===== config.mk =====
export PLATFORM = sky130hd
export DESIGN_NAME = rtkq_layout
export DESIGN_NICKNAME = d
export VERILOG_FILES = /design/src/hdl/running_top_k_quantile_bounds_top_defines.svh /design/src/hdl/rtkq_pkg.sv /design/src/hdl/rtkq_layout.sv
export SDC_FILE = /design/constraint.sdc
export NUM_CORES = 1
export LEC_CHECK = 0
export BUFFER_PORTS_ARGS = -buffer_cell sky130_fd_sc_hd__buf_2
export CORE_MARGIN = 2
export CORE_UTILIZATION = 30
export DETAILED_ROUTE_END_ITERATION = 8
export PLACE_DENSITY = 0.5
export SLEW_MARGIN = 20
export SYNTH_ARGS = -nofsm -noshare
export SYNTH_HDL_FRONTEND = slang
export SYNTH_SLANG_ARGS = --single-unit
export TNS_END_PERCENT = 5

===== constraint.sdc =====
create_clock -name clk -period 15.92 [get_ports clk]
set_clock_uncertainty 0.2 [all_clocks]
set_input_delay 0 -clock clk [delete_from_list [all_inputs] [get_ports clk]]
set_output_delay 0 -clock clk [all_outputs]
set_load 0.02 [all_outputs]

===== src/hdl/running_top_k_quantile_bounds_top_defines.svh =====
// ---------------------------------------------------------------------------
// Running top-k bounds: assertion macros
// Shared property forms for the checks at the end of the top level.
// ---------------------------------------------------------------------------
`ifndef RUNNING_TOP_K_QUANTILE_BOUNDS_TOP_DEFINES_SVH
`define RUNNING_TOP_K_QUANTILE_BOUNDS_TOP_DEFINES_SVH

// Consequent must hold in the same cycle as the antecedent.
`define RTKQ_ASSERT_SAME(lbl, clk, rst_n, ante, cons, msg) \
  lbl: assert property (@(posedge clk) disable iff (!rst_n) (ante) |-> (cons)) \
    else $error(msg);

// Consequent must hold in the cycle after the antecedent.
`define RTKQ_ASSERT_NEXT(lbl, clk, rst_n, ante, cons, msg) \
  lbl: assert property (@(posedge clk) disable iff (!rst_n) (ante) |=> (cons)) \
    else $error(msg);

`endif


===== src/hdl/rtkq_pkg.sv =====
// ---------------------------------------------------------------------------
// Running top-k bounds package
// Field widths, register indexes, state types and shared structs.
// ---------------------------------------------------------------------------
package rtkq_pkg;

  localparam int SAMPLE_W       = 32;
  localparam int SERIES_IDX_W   = 4;
  localparam int NUM_SERIES_W   = 5;
  localparam int KEEP_W         = 8;
  localparam int STRIP_W_W      = 5;
  localparam int STRIP_CNT_W    = 7;
  localparam int CFG_IDX_W      = 4;
  localparam int CFG_DATA_W     = 8;

  localparam int SERIES_MAX_DEF = 16;
  localparam int KEEP_MAX_DEF   = 128;
  localparam int STRIPS_MAX_DEF = 16;

  localparam logic [CFG_IDX_W-1:0] REG_NUM_SERIES = CFG_IDX_W'(0);
  localparam logic [CFG_IDX_W-1:0] REG_KEEP_COUNT = CFG_IDX_W'(1);

  localparam logic [NUM_SERIES_W-1:0] NUM_SERIES_RST = NUM_SERIES_W'(1);
  localparam logic [KEEP_W-1:0]       KEEP_COUNT_RST = KEEP_W'(128);

  // Side 0 keeps the largest samples (minimum tracked), side 1 the smallest.
  localparam logic SIDE_HIGH = 1'b0;
  localparam logic SIDE_LOW  = 1'b1;

  typedef enum logic [1:0] {LAY_IDLE, LAY_SQ, LAY_DIV} lay_state_t;

  typedef enum logic [3:0] {
    CS_IDLE, CS_FILL0, CS_FILL1, CS_SETUP, CS_SCAN_RD, CS_SCAN_LAST, CS_SCAN_WR,
    CS_STRIPS_RD, CS_STRIPS_LAST, CS_BND_WR, CS_BND_RD, CS_BND_CMP, CS_POS_RD,
    CS_REPL_WR, CS_DONE
  } core_state_t;

  typedef struct packed {
    logic [STRIP_W_W-1:0]   width;
    logic [STRIP_CNT_W-1:0] count;
  } layout_t;

  typedef struct packed {
    logic signed [SAMPLE_W-1:0] upper;
    logic signed [SAMPLE_W-1:0] lower;
    logic                       ready;
  } result_t;

  function automatic int addr_w(input int depth);
    return (depth > 1) ? $clog2(depth) : 1;
  endfunction

endpackage


===== src/hdl/rtkq_layout.sv =====
// ---------------------------------------------------------------------------
// Running top-k bounds strip layout
// Iterates to width ceil(sqrt(k)) and count min(floor(k/width), STRIPS_MAX).
// ---------------------------------------------------------------------------
module rtkq_layout import rtkq_pkg::*; #(
  parameter int STRIPS_MAX = STRIPS_MAX_DEF
) (
  input  logic              clk,
  input  logic              rst_n,
  input  logic              restart,
  input  logic [KEEP_W-1:0] k,
  output layout_t           lay,
  output logic              busy
);

  lay_state_t             st_r, st_nxt;
  logic [STRIP_W_W-1:0]   w_r, w_nxt;
  logic [STRIP_CNT_W-1:0] n_r, n_nxt;
  logic [KEEP_W:0]        acc_r, acc_nxt;
  logic [2*STRIP_W_W-1:0] sq;
  logic [KEEP_W:0]        sum;
  logic                   grow_w;
  logic                   grow_n;

  assign sq     = w_r * w_r;
  assign sum    = acc_r + (KEEP_W+1)'(w_r);
  assign grow_w = ((2*STRIP_W_W)'(k) > sq);
  assign grow_n = (sum <= {1'b0, k}) && (32'(n_r) < STRIPS_MAX);

  always_comb begin
    st_nxt = st_r;
    unique case (st_r)
      LAY_IDLE: st_nxt = LAY_IDLE;
      LAY_SQ:   if (!grow_w) st_nxt = LAY_DIV;
      LAY_DIV:  if (!grow_n) st_nxt = LAY_IDLE;
      default:  st_nxt = LAY_IDLE;
    endcase
    if (restart) st_nxt = LAY_SQ;
  end

  always_comb begin
    w_nxt   = w_r;
    n_nxt   = n_r;
    acc_nxt = acc_r;
    unique case (st_r)
      LAY_SQ: begin
        if (grow_w) begin
          w_nxt = w_r + STRIP_W_W'(1);
        end else begin
          n_nxt   = '0;
          acc_nxt = '0;
        end
      end
      LAY_DIV: begin
        if (grow_n) begin
          acc_nxt = sum;
          n_nxt   = n_r + STRIP_CNT_W'(1);
        end
      end
      default: ;
    endcase
    if (restart) w_nxt = STRIP_W_W'(1);
  end

  always_ff @(posedge clk) begin
    if (!rst_n) begin
      st_r <= LAY_SQ;
      w_r  <= STRIP_W_W'(1);
    end else begin
      st_r <= st_nxt;
      w_r  <= w_nxt;
    end
  end

  always_ff @(posedge clk) begin
    n_r   <= n_nxt;
    acc_r <= acc_nxt;
  end

  assign lay.width = w_r;
  assign lay.count = n_r;
  assign busy      = (st_r != LAY_IDLE);

endmodule


==> impl_metrics.tcl <==
set metrics [dict create \
    vias 1640 \
    core_sq_mm 0.00676 \
    synth.area.top_cells "edfxtp_1 (23%), ha_1 (20%), dfxtp_1 (6.7%), inv_1 (4.3%), and2_1 (3.9%)" \
    die_h_um 87.3 \
    syn-cell-area_sq_mm 0.00208 \
    worst-r2r-cell-count 16 \
    hold_viol_final 0 \
    power.density_mw_per_mm2 65.0 \
    htree_levels 1 \
    rsz0062_at_grt "no" \
    clock-root-buffer "clkbuf_8" \
    path_max_fanout 16 \
    grt_max_degree 17 \
    hold_slack_ns 0.358 \
    nets 299 \
    cts_setup_buffers 0 \
    filler_cell_count 688 \
    totalWireLength_um 4530 \
    r2r-end "n_r[5]" \
    min_path_cells 5 \
    period_share_pct 35.4 \
    path_class "reg -> reg" \
    cp.required_ns 15.62 \
    drt_iter0_drc 37 \
    start_kind "flip-flop" \
    crit_arrival_ns 5.33 \
    cts_buffer_depth 2 \
    ys.flop_type "edfxtp_1" \
    r2r-start "w_r[3]" \
    clkLatencyLatePin_ns 0.26 \
    synth_cell_types 45 \
    cts_tree "built" \
    slew_headroom_pct 47.2 \
    grt-ovfl-total 0 \
    antenna_left 0 \
    timing_worst_slew_pin_value_ns 0.788 \
    synthCells 224 \
    hold_path_startpoint "k[1]" \
    diodes 0 \
    die-area_sq_mm 0.00763 \
    drtPass1Iterations 4 \
    final_max_slew_viol_count 0 \
    max_cap_viol_count 0 \
    wl_per_cell_um 13.7 \
    grt_first_pass_wirelength_um 7490 \
    irDropWorstVdd_uv 36.3 \
    fp-row-count 30 \
    grt_util_all_layers_pct 12.7 \
    status "finished, final reports clean" \
    synth_top_cell_by_area "edfxtp_1" \
    ys_seq_elements 23 \
    regArea_sq_um 621 \
    fmax_mhz 178 \
    syn_area_per_cell_sq_um 9.30 \
    synthArstFlopShare_pct 0 \
    num_io_pins 24 \
    drc_errors 0 \
    hold_class "in -> reg" \
    die_width_um 87.3 \
    yosys_warnings 0 \
    min_period_ns 5.63 \
    synthesis.nets 272 \
    synth_edf_count 16 \
    syn_to_final_growth_pct 13.2 \
    antenna_found_initial 0 \
    r2r_setup_slack_ns 10.29 \
    dp_hpwl_um 3700 \
    drive_gt1_share_pct 11.6 \
    clkSinkCount 23 \
    multi_input_area_sq_mm 0.00136 \
    fin_tns_setup_ns 0 \
    clk_pin_slew_ns 0.08 \
    port_buffers 23 \
    setup_viol 0 \
    min_to "st_r[0]" \
    post_cts_resize_count 0 \
    initial_core_util_pct 30.8 \
    grt_pass1_vias 1501 \
    cts_buffers 3 \
    end_kind "flip-flop" \
    postCtsHoldBufs 3 \
    yosysSeqAreaShare_pct 29.8 \
    gp_congestion 0.781 \
    vias_per_cell 4.97 \
    p_leak_nw 1.10 \
    synth_top_area_share_pct 23.1 \
]
[cells in the final DEF, fill, tap and decap left out, types with 2 or more instances in the layout]
| cell | instances |
|---|---|
| a21boi_1 | 2 |
| xor2_1 | 7 |
| clkbuf_8 | 3 |
| buf_2 | 23 |
| nand3_1 | 4 |
| xnor2_1 | 9 |
| nand4_1 | 3 |
| o21ai_0 | 8 |
| fa_1 | 4 |
| edfxtp_1 | 16 |
| dfxtp_1 | 7 |
| ha_1 | 33 |
| a21oi_1 | 11 |
| and2_1 | 13 |
| o211ai_1 | 5 |
| o21bai_1 | 2 |
| nand2b_1 | 3 |
| nor3_1 | 3 |
| dlygate4sd3_1 | 3 |
| a211oi_1 | 4 |
| nand2_1 | 10 |
| a21o_1 | 5 |
| nor2b_1 | 7 |
| o21a_1 | 3 |
| nor2_1 | 14 |
| inv_1 | 24 |
| o2111a_1 | 2 |
| and3_1 | 3 |
[area by class of cell]
cell class / instances / share of cell area (%)
inverter: 24 / 3.82
timing repair buffer: 26 / 6.15
clock buffer: 3 / 1.75
tap: 80 / 4.24
multi-input combinational: 173 / 57.5
clock inverter: 1 / 0.212
sequential: 23 / 26.3
[cell families after synthesis]
logic type,after synthesis,synth area share [%]
AOI/OAI and AO/OA,53,17.5
xor gates and xnor gates,16,6.73
adders and majority gates,37,23.7
buffers and inverters,28,5.11
DFF,23,29.8
and+or+nand+nor,67,17.2
[through the flow]
step	utilization (%)	total power [mW]	instances	cell area (sq um)	setup WS (ns)
2_1_floorplan	-	0.105	224	2080	10.66
3_3_place_gp	33.8	0.118	323	2280	10.37
3_5_place_dp	33.8	0.117	323	2280	10.25
4_1_cts	34.9	0.155	330	2360	10.23
5_1_grt	34.9	0.165	330	2360	9.87
6_report	34.9	0.153	330	2360	10.29
[synth_stat cells, drive strengths merged, types with 5 or more instances]
master,number
a21oi,11
inv,24
dfxtp,7
and2,13
nand2,10
a21o,5
xor2,7
o211ai,5
xnor2,9
ha,33
o21ai,9
nor2b,7
nor2,14
edfxtp,16
[power breakdown]
group / switching (mW) / leakage [nW] / total (mW) / internal [mW]
clock: 0.0193 / 0.0255 / 0.0368 / 0.0175
sequential: 0.00541 / 0.216 / 0.0754 / 0.0700
combinational: 0.0241 / 0.863 / 0.0410 / 0.0169
[critical path, cell delays in order, from the launching register on]
cell,delay [ns]
dfxtp_1,0.57
nand2_1,0.18
fa_1,0.48
fa_1,0.51
inv_1,0.04
ha_1,0.28
a31o_2,0.24
ha_1,0.33
o211ai_1,0.10
o21ai_1,0.28
xnor2_1,0.11
ha_1,0.31
nand4_1,0.15
o41ai_1,0.32
a31oi_1,0.08
o211ai_1,0.38
and2_1,0.70
[layer usage]
layer  share of wire [%]  routed length [um]  vias up  track usage [%]
met1                  49                2210      758             17.4
met3                 2.3                 102        4             2.56
met5                   0                   0        -                0
met4                 1.1                  48        0             2.24
li1                    -                   -      859                -
met2                  48                2170       19             20.8
[registers in the layout (all words and copies together) (netlist names)]
register	cells
n_r	7
w_r	5
st_r	2
acc_r	9
[worst max path at each step]
stage | slack, ns | to | depth (start not counted) | start
after floorplan | 10.66 | acc_r[0] | 18 | w_r[3]
after global placement | 10.37 | n_r[5] | 16 | w_r[1]
after detailed placement | 10.25 | acc_r[8] | 16 | w_r[1]
after CTS | 10.23 | acc_r[8] | 16 | w_r[3]
after global routing | 9.87 | acc_r[5] | 16 | w_r[1]
final | 10.29 | n_r[5] | 16 | w_r[3]
Power figures use the tool's default switching activity.
